**config.mk**
```make
export PLATFORM = sky130hd
export DESIGN_NAME = mgb_sequencer
export DESIGN_NICKNAME = d
export VERILOG_FILES = /design/src/rtl/mgb_pkg.sv /design/src/rtl/mgb_sequencer.sv
export SDC_FILE = /design/constraint.sdc
export NUM_CORES = 1
export LEC_CHECK = 0
export ABC_CLOCK_PERIOD_IN_PS = 4150
export BUFFER_PORTS_ARGS = -buffer_cell sky130_fd_sc_hd__buf_2
export CORE_MARGIN = 4
export CORE_UTILIZATION = 50
export DETAILED_ROUTE_END_ITERATION = 6
export GPL_TIMING_DRIVEN = 0
export PLACE_DENSITY = 0.82
export SYNTH_ARGS = -nofsm -noshare
export SYNTH_HDL_FRONTEND = slang
export SYNTH_SLANG_ARGS = --single-unit
```
**constraint.sdc**
```tcl
create_clock -name clk_i -period 4.15 [get_ports clk_i]
set_input_delay 0.6225 -clock clk_i [delete_from_list [all_inputs] [get_ports clk_i]]
set_output_delay 0.6225 -clock clk_i [all_outputs]
set_load 0.05 [all_outputs]
```
**src/rtl/mgb_pkg.sv**
```systemverilog
// Shared types, codes and helper functions of the maze carver.
package mgb_pkg;

  // Width of the microcode step counter
  localparam int STEP_W = 5;

  // Reset value of both size registers
  localparam logic [5:0] GRID_RESET = 6'd32;

  // Input commands
  localparam logic [1:0] CMD_START = 2'd0;
  localparam logic [1:0] CMD_STEP  = 2'd1;
  localparam logic [1:0] CMD_READ  = 2'd2;
  localparam logic [1:0] CMD_NOP   = 2'd3;

  // Configuration register indexes
  localparam logic [0:0] CFG_GRID_WIDTH  = 1'b0;
  localparam logic [0:0] CFG_GRID_HEIGHT = 1'b1;

  // Result event kinds
  localparam logic [2:0] EV_CARVED    = 3'd0;
  localparam logic [2:0] EV_BACKTRACK = 3'd1;
  localparam logic [2:0] EV_FINISHED  = 3'd2;
  localparam logic [2:0] EV_READ      = 3'd3;
  localparam logic [2:0] EV_STARTED   = 3'd4;

  // Carving directions
  localparam logic [1:0] DIR_LEFT  = 2'd0;
  localparam logic [1:0] DIR_RIGHT = 2'd1;
  localparam logic [1:0] DIR_UP    = 2'd2;
  localparam logic [1:0] DIR_DOWN  = 2'd3;

  // Cell word: bits 3..0 open walls, bit 4 visited
  localparam logic [4:0] CELL_VISITED = 5'b1_0000;

  // Cell memory address select
  localparam logic [3:0] ADR_CUR    = 4'd0;
  localparam logic [3:0] ADR_LEFT   = 4'd1;
  localparam logic [3:0] ADR_RIGHT  = 4'd2;
  localparam logic [3:0] ADR_UP     = 4'd3;
  localparam logic [3:0] ADR_DOWN   = 4'd4;
  localparam logic [3:0] ADR_NEXT   = 4'd5;
  localparam logic [3:0] ADR_CLEAR  = 4'd6;
  localparam logic [3:0] ADR_REQ    = 4'd7;
  localparam logic [3:0] ADR_ORIGIN = 4'd8;

  // Cell memory write data select
  localparam logic [2:0] WD_ZERO    = 3'd0;
  localparam logic [2:0] WD_ORIGIN  = 3'd1;
  localparam logic [2:0] WD_CUR     = 3'd2;
  localparam logic [2:0] WD_CURWALL = 3'd3;
  localparam logic [2:0] WD_NEXT    = 3'd4;

  // Datapath register captures
  localparam logic [2:0] CAP_NONE  = 3'd0;
  localparam logic [2:0] CAP_LOAD  = 3'd1;
  localparam logic [2:0] CAP_CUR   = 3'd2;
  localparam logic [2:0] CAP_LEFT  = 3'd3;
  localparam logic [2:0] CAP_RIGHT = 3'd4;
  localparam logic [2:0] CAP_UP    = 3'd5;
  localparam logic [2:0] CAP_DOWN  = 3'd6;
  localparam logic [2:0] CAP_DIR   = 3'd7;

  // Stack operations
  localparam logic [2:0] STK_NONE      = 3'd0;
  localparam logic [2:0] STK_POP       = 3'd1;
  localparam logic [2:0] STK_PUSH_CUR  = 3'd2;
  localparam logic [2:0] STK_PUSH_NEXT = 3'd3;
  localparam logic [2:0] STK_INIT      = 3'd4;

  // Sequencer jumps
  localparam logic [2:0] JMP_NEXT  = 3'd0;
  localparam logic [2:0] JMP_DONE  = 3'd1;
  localparam logic [2:0] JMP_EMPTY = 3'd2;
  localparam logic [2:0] JMP_NONE  = 3'd3;
  localparam logic [2:0] JMP_CLEAR = 3'd4;

  // One microcode control word
  typedef struct packed {
    logic              mem_rd;
    logic              mem_wr;
    logic [3:0]        addr_sel;
    logic [2:0]        wd_sel;
    logic [2:0]        cap;
    logic [2:0]        stk;
    logic              emit;
    logic [2:0]        kind;
    logic [2:0]        jmp;
    logic [STEP_W-1:0] target;
  } ctrl_t;

  // Datapath status seen by the sequencer
  typedef struct packed {
    logic stack_empty;
    logic no_cand;
    logic clear_last;
    logic emit_ok;
  } stat_t;

  // Remainder of a 15-bit value by three: base-4 digits sum to the same residue
  function automatic logic [1:0] mod3_15(input logic [14:0] v);
    logic [4:0] s;
    logic [2:0] t;
    s = 5'(v[14]);
    for (int i = 0; i < 7; i++) begin
      s = s + 5'(v[2*i +: 2]);
    end
    t = 3'(s[1:0]) + 3'(s[3:2]) + 3'(s[4]);
    if (t >= 3'd6) begin
      t = t - 3'd6;
    end else if (t >= 3'd3) begin
      t = t - 3'd3;
    end
    return t[1:0];
  endfunction

  // Direction of the k-th candidate in left, right, up, down order
  function automatic logic [1:0] pick_dir(input logic [3:0] mask, input logic [1:0] k);
    logic [1:0] seen;
    logic [1:0] dir;
    seen = '0;
    dir  = '0;
    for (int i = 0; i < 4; i++) begin
      if (mask[i]) begin
        if (seen == k) begin
          dir = 2'(i);
        end
        seen = seen + 2'd1;
      end
    end
    return dir;
  endfunction

  // Wall bit facing a direction
  function automatic logic [3:0] wall_bit(input logic [1:0] dir);
    return 4'b0001 << dir;
  endfunction

endpackage

```
**src/rtl/mgb_sequencer.sv**
```systemverilog
// Microcode step counter and control store of the maze carver.
module mgb_sequencer (
  input  logic            clk_i,
  input  logic            rst_ni,
  input  logic            accept_i,
  input  logic [1:0]      cmd_i,
  input  mgb_pkg::stat_t  stat_i,
  output logic            ready_o,
  output mgb_pkg::ctrl_t  ctrl_o
);
  import mgb_pkg::*;

  // Program addresses
  localparam logic [STEP_W-1:0] P_IDLE = 5'd0;
  localparam logic [STEP_W-1:0] P_RCLR = 5'd1;
  localparam logic [STEP_W-1:0] P_SCLR = 5'd2;
  localparam logic [STEP_W-1:0] P_SORG = 5'd3;
  localparam logic [STEP_W-1:0] P_RD0  = 5'd4;
  localparam logic [STEP_W-1:0] P_RD1  = 5'd5;
  localparam logic [STEP_W-1:0] P_ST0  = 5'd6;
  localparam logic [STEP_W-1:0] P_ST1  = 5'd7;
  localparam logic [STEP_W-1:0] P_ST2  = 5'd8;
  localparam logic [STEP_W-1:0] P_ST3  = 5'd9;
  localparam logic [STEP_W-1:0] P_ST4  = 5'd10;
  localparam logic [STEP_W-1:0] P_ST5  = 5'd11;
  localparam logic [STEP_W-1:0] P_ST6  = 5'd12;
  localparam logic [STEP_W-1:0] P_ST7  = 5'd13;
  localparam logic [STEP_W-1:0] P_ST8  = 5'd14;
  localparam logic [STEP_W-1:0] P_CV0  = 5'd15;
  localparam logic [STEP_W-1:0] P_CV1  = 5'd16;
  localparam logic [STEP_W-1:0] P_CV2  = 5'd17;
  localparam logic [STEP_W-1:0] P_BACK = 5'd18;
  localparam logic [STEP_W-1:0] P_FIN  = 5'd19;

  logic [STEP_W-1:0] pc_q, pc_d;

  // Control store
  always_comb begin
    ctrl_o = '0;
    unique case (pc_q)
      P_IDLE: begin
        ctrl_o.jmp = JMP_NEXT;
      end
      P_RCLR: begin
        ctrl_o.mem_wr   = 1'b1;
        ctrl_o.addr_sel = ADR_CLEAR;
        ctrl_o.wd_sel   = WD_ZERO;
        ctrl_o.jmp      = JMP_CLEAR;
        ctrl_o.target   = P_IDLE;
      end
      P_SCLR: begin
        ctrl_o.mem_wr   = 1'b1;
        ctrl_o.addr_sel = ADR_CLEAR;
        ctrl_o.wd_sel   = WD_ZERO;
        ctrl_o.jmp      = JMP_CLEAR;
        ctrl_o.target   = P_SORG;
      end
      P_SORG: begin
        ctrl_o.mem_wr   = 1'b1;
        ctrl_o.addr_sel = ADR_ORIGIN;
        ctrl_o.wd_sel   = WD_ORIGIN;
        ctrl_o.stk      = STK_INIT;
        ctrl_o.emit     = 1'b1;
        ctrl_o.kind     = EV_STARTED;
        ctrl_o.jmp      = JMP_DONE;
      end
      P_RD0: begin
        ctrl_o.mem_rd   = 1'b1;
        ctrl_o.addr_sel = ADR_REQ;
      end
      P_RD1: begin
        ctrl_o.emit = 1'b1;
        ctrl_o.kind = EV_READ;
        ctrl_o.jmp  = JMP_DONE;
      end
      P_ST0: begin
        ctrl_o.stk    = STK_POP;
        ctrl_o.jmp    = JMP_EMPTY;
        ctrl_o.target = P_FIN;
      end
      P_ST1: begin
        ctrl_o.cap = CAP_LOAD;
      end
      P_ST2: begin
        ctrl_o.mem_rd   = 1'b1;
        ctrl_o.addr_sel = ADR_CUR;
      end
      P_ST3: begin
        ctrl_o.cap      = CAP_CUR;
        ctrl_o.mem_rd   = 1'b1;
        ctrl_o.addr_sel = ADR_LEFT;
      end
      P_ST4: begin
        ctrl_o.cap      = CAP_LEFT;
        ctrl_o.mem_rd   = 1'b1;
        ctrl_o.addr_sel = ADR_RIGHT;
      end
      P_ST5: begin
        ctrl_o.cap      = CAP_RIGHT;
        ctrl_o.mem_rd   = 1'b1;
        ctrl_o.addr_sel = ADR_UP;
      end
      P_ST6: begin
        ctrl_o.cap      = CAP_UP;
        ctrl_o.mem_rd   = 1'b1;
        ctrl_o.addr_sel = ADR_DOWN;
      end
      P_ST7: begin
        ctrl_o.cap = CAP_DOWN;
      end
      P_ST8: begin
        ctrl_o.cap    = CAP_DIR;
        ctrl_o.jmp    = JMP_NONE;
        ctrl_o.target = P_BACK;
      end
      P_CV0: begin
        ctrl_o.mem_wr   = 1'b1;
        ctrl_o.addr_sel = ADR_CUR;
        ctrl_o.wd_sel   = WD_CURWALL;
        ctrl_o.stk      = STK_PUSH_CUR;
      end
      P_CV1: begin
        ctrl_o.mem_wr   = 1'b1;
        ctrl_o.addr_sel = ADR_NEXT;
        ctrl_o.wd_sel   = WD_NEXT;
        ctrl_o.stk      = STK_PUSH_NEXT;
      end
      P_CV2: begin
        ctrl_o.emit = 1'b1;
        ctrl_o.kind = EV_CARVED;
        ctrl_o.jmp  = JMP_DONE;
      end
      P_BACK: begin
        ctrl_o.mem_wr   = 1'b1;
        ctrl_o.addr_sel = ADR_CUR;
        ctrl_o.wd_sel   = WD_CUR;
        ctrl_o.emit     = 1'b1;
        ctrl_o.kind     = EV_BACKTRACK;
        ctrl_o.jmp      = JMP_DONE;
      end
      P_FIN: begin
        ctrl_o.emit = 1'b1;
        ctrl_o.kind = EV_FINISHED;
        ctrl_o.jmp  = JMP_DONE;
      end
      default: begin
        ctrl_o.jmp = JMP_DONE;
      end
    endcase
  end

  assign ready_o = (pc_q == P_IDLE);

  // Dispatch a command, hold on a blocked result, else follow the jump
  always_comb begin
    pc_d = pc_q;
    if (pc_q == P_IDLE) begin
      if (accept_i) begin
        unique case (cmd_i)
          CMD_START: pc_d = P_SCLR;
          CMD_STEP:  pc_d = P_ST0;
          CMD_READ:  pc_d = P_RD0;
          default:   pc_d = P_IDLE;
        endcase
      end
    end else if (ctrl_o.emit && !stat_i.emit_ok) begin
      pc_d = pc_q;
    end else begin
      unique case (ctrl_o.jmp)
        JMP_NEXT:  pc_d = pc_q + 1'b1;
        JMP_EMPTY: pc_d = stat_i.stack_empty ? ctrl_o.target : pc_q + 1'b1;
        JMP_NONE:  pc_d = stat_i.no_cand ? ctrl_o.target : pc_q + 1'b1;
        JMP_CLEAR: pc_d = stat_i.clear_last ? ctrl_o.target : pc_q;
        default:   pc_d = P_IDLE;
      endcase
    end
  end

  // Step counter; reset enters the clearing pass
  always_ff @(posedge clk_i or negedge rst_ni) begin
    if (!rst_ni) begin
      pc_q <= P_RCLR;
    end else begin
      pc_q <= pc_d;
    end
  end

endmodule

```
==> key figures <==
Layout
  – Largest regs: pc_q: 5 flops
  – Share of layout cells above drive strength 1: 31.79%
  – Top reg by flops: pc_q
  – FILL cells: 167
  – N_diodes: 0
  – Area Overhead vs Synth: 24.67%
  – Nets: 191
  – Final core occ: 67.03%
  – Most frequent cells in the layout: buf_2 (37), nor2_1 (14), nand2_1 (12), inv_1 (10), ha_1 (8)
  – Most common cell after layout, fill and taps aside: buf_2
  – Multi-input logic area: 706.9 µm²
  – Number of flip-flops under the largest register name: 5
  – Sequential Area: 126.4 µm²

Global routing
  – First-pass GRT wire length: 4.409 mm
  – Largest net degree at the start of global routing: 11
  – GRT overflow: 0
  – Initial antenna violation count: 0
  – GRT Overall Usage: 21.09%
  – Vias in the first global route: 1014

Floorplanning
  – Ports: 37
  – Initial core utilization: 53.76%
  – Die extent in y: 51.32 µm
  – Core region area: 1745 µm²
  – Std cell rows: 15
  – Die W: 51.32 µm
  – Die area: 2634 µm²

Clock tree
  – Post-CTS setup buffer count: 0
  – CTS Buf Count: 3
  – Hold buffers post-CTS: 0
  – CTS tree: done
  – H-tree levels: 1
  – Clock Tree Root: clkbuf_4
  – Post-CTS Resized: 0
  – Max clock buf depth: 2
  – Reg clk slew, reported paths: 0.05 ns
  – Clock Latency Late Sink: 0.24 ns
  – Clock sinks: 5

Synth
  – Mapped Cells: 134
  – Share of the synthesized area in the top cell type: 10.67%
  – Cell area after synthesis: 938.4 µm²
  – Synth cell types: 45
  – Main synth FF type: dfrtp_1
  – Number of enable flip-flop cells after synthesis: 0
  – Synth warn: 0
  – Top cells by area, synth: dfrtp_1 (11%), ha_1 (11%), nor2_1 (5.6%)
  – Synth area leader: dfrtp_1
  – Synthesized flop and latch total: 5
  – Average cell area after synthesis: 7.003 µm²
  – Seq/Total Area, Yosys: 13.47%
  – FFs w/ async S/R, synth: 100.0%

Routing
  – Vias per std cell: 5.763
  – WL final: 2.770 mm
  – DRT antenna net count: 0
  – Initial DRC count: 68
  – Drt wl/cell: 13.99 µm
  – Remaining routing DRC violations: 0
  – Vias: 1141
  – First-pass DRT Iterations: 4

Placed design
  – HPWL after DPL: 2.183 mm
  – Worst slack, placed: 1.127 ns
  – Port Buffers: 34
  – Routability cong.: 0.8896

Timing
  – Setup violators final: 0
  – Final Hold Viols: 0
  – Fmax: 0.2997 GHz
  – Final setup margin: 0.8129 ns
  – Unrepaired setup endpoints after global routing: false
  – Fin. max-slew vios: 0
  – Final TNS setup: 0 ns
  – Final period util: 80.41%
  – Minimum clock period: 3.337 ns
  – Clock skew: 0.007414 ns

Worst setup path
  – CP startpoint kind: flip-flop
  – CP top delay family: buffers and inverters
  – Crit path kind: flip-flop to output pin
  – Cell mode on critical path: buf_2
  – CP Buf/Inv Count: 3
  – Critical path, cell by cell: buf_2 > clkinv_1 > ha_1 > a31o_2 > or4_4 > o21ai_0 > buf_2
  – Crit path capture type: output pin
  – Slowest CP cell: or4_4
  – CP max FO: 10
  – WP data arrival: 2.71 ns
  – CP required: 3.53 ns
  – CP peak stage delay: 0.56 ns

Run status
  – Status: completed

Job
  – Max_cap viols: 0

Hold path
  – Hold WC Path Type: primary input to async pin
## final cells by class
cell class	count	area share (%)
Inverter	12	3.850
Multi-Input combinational cell	108	60.43
Buffer	10	5.455
Sequential cell	5	10.80
Timing Repair Buffer	34	14.55
Tap cell	25	2.674
Clock buffer	4	2.246
## Yosys cell counts (2+ instances only)
master,count
nor2_1,14
nand2_1,12
inv_1,10
ha_1,8
a21oi_1,6
nor3_1,6
o21ai_0,6
o22ai_1,5
buf_4,4
dfrtp_1,4
mux2i_1,4
nand3_1,4
o31ai_1,4
buf_2,3
nand2b_1,3
nor2b_1,3
or2_2,3
a21o_1,2
a221o_1,2
a32oi_1,2
and3_1,2
clkbuf_1,2
o21bai_1,2
or2b_1,2
## cells by family after synthesis
family,count (synthesis),share of synthesized area (%)
compound gates,38,28.67
buf+inv,22,11.60
simple gates,56,30.93
flops,5,13.47
mux,4,4.267
other cells,1,0.3996
fa+ha+maj,8,10.67
## metal layers
metal	routed length [µm]	part of all wire, %	GRT usage [%]	vias to the layer above
met3	235	8.5	1.166	0
met1	1186	43	28.50	518
met5	0	0	0	-
met4	0	0	5.677	0
li1	-	-	-	563
met2	1347	49	36.27	60
## per-stage QoR
stage          hold slack, ns  cell area [µm²]  instances
2_1_floorplan          0.3269            942.2        135
3_3_place_gp           0.4321             1144        194
3_5_place_dp           0.4395             1144        194
4_1_cts                0.1848             1170        198
5_1_grt                0.1839             1170        198
6_report               0.1800             1170        198
## final timing paths
kind                                      from             endpoint  slack, ns  depth (start not counted)
max                        pc_q[4]$_DFFE_PN0P_            ctrl_o[5]       0.81                          7
min                                     rst_ni  pc_q[2]$_DFFE_PN0P_       0.18                          1
max reg2reg                pc_q[4]$_DFFE_PN0P_  pc_q[2]$_DFFE_PN0P_       1.63                          7
min reg2reg                pc_q[0]$_DFFE_PN1P_  pc_q[0]$_DFFE_PN1P_       0.54                          2
max in group asynchronous               rst_ni  pc_q[0]$_DFFE_PN1P_       3.76                          1
min in group clk_i         pc_q[0]$_DFFE_PN1P_  pc_q[0]$_DFFE_PN1P_       0.54                          2
Power is not shown: default switching activity piles up to over one toggle a cycle in this logic, so the estimate is an artifact.
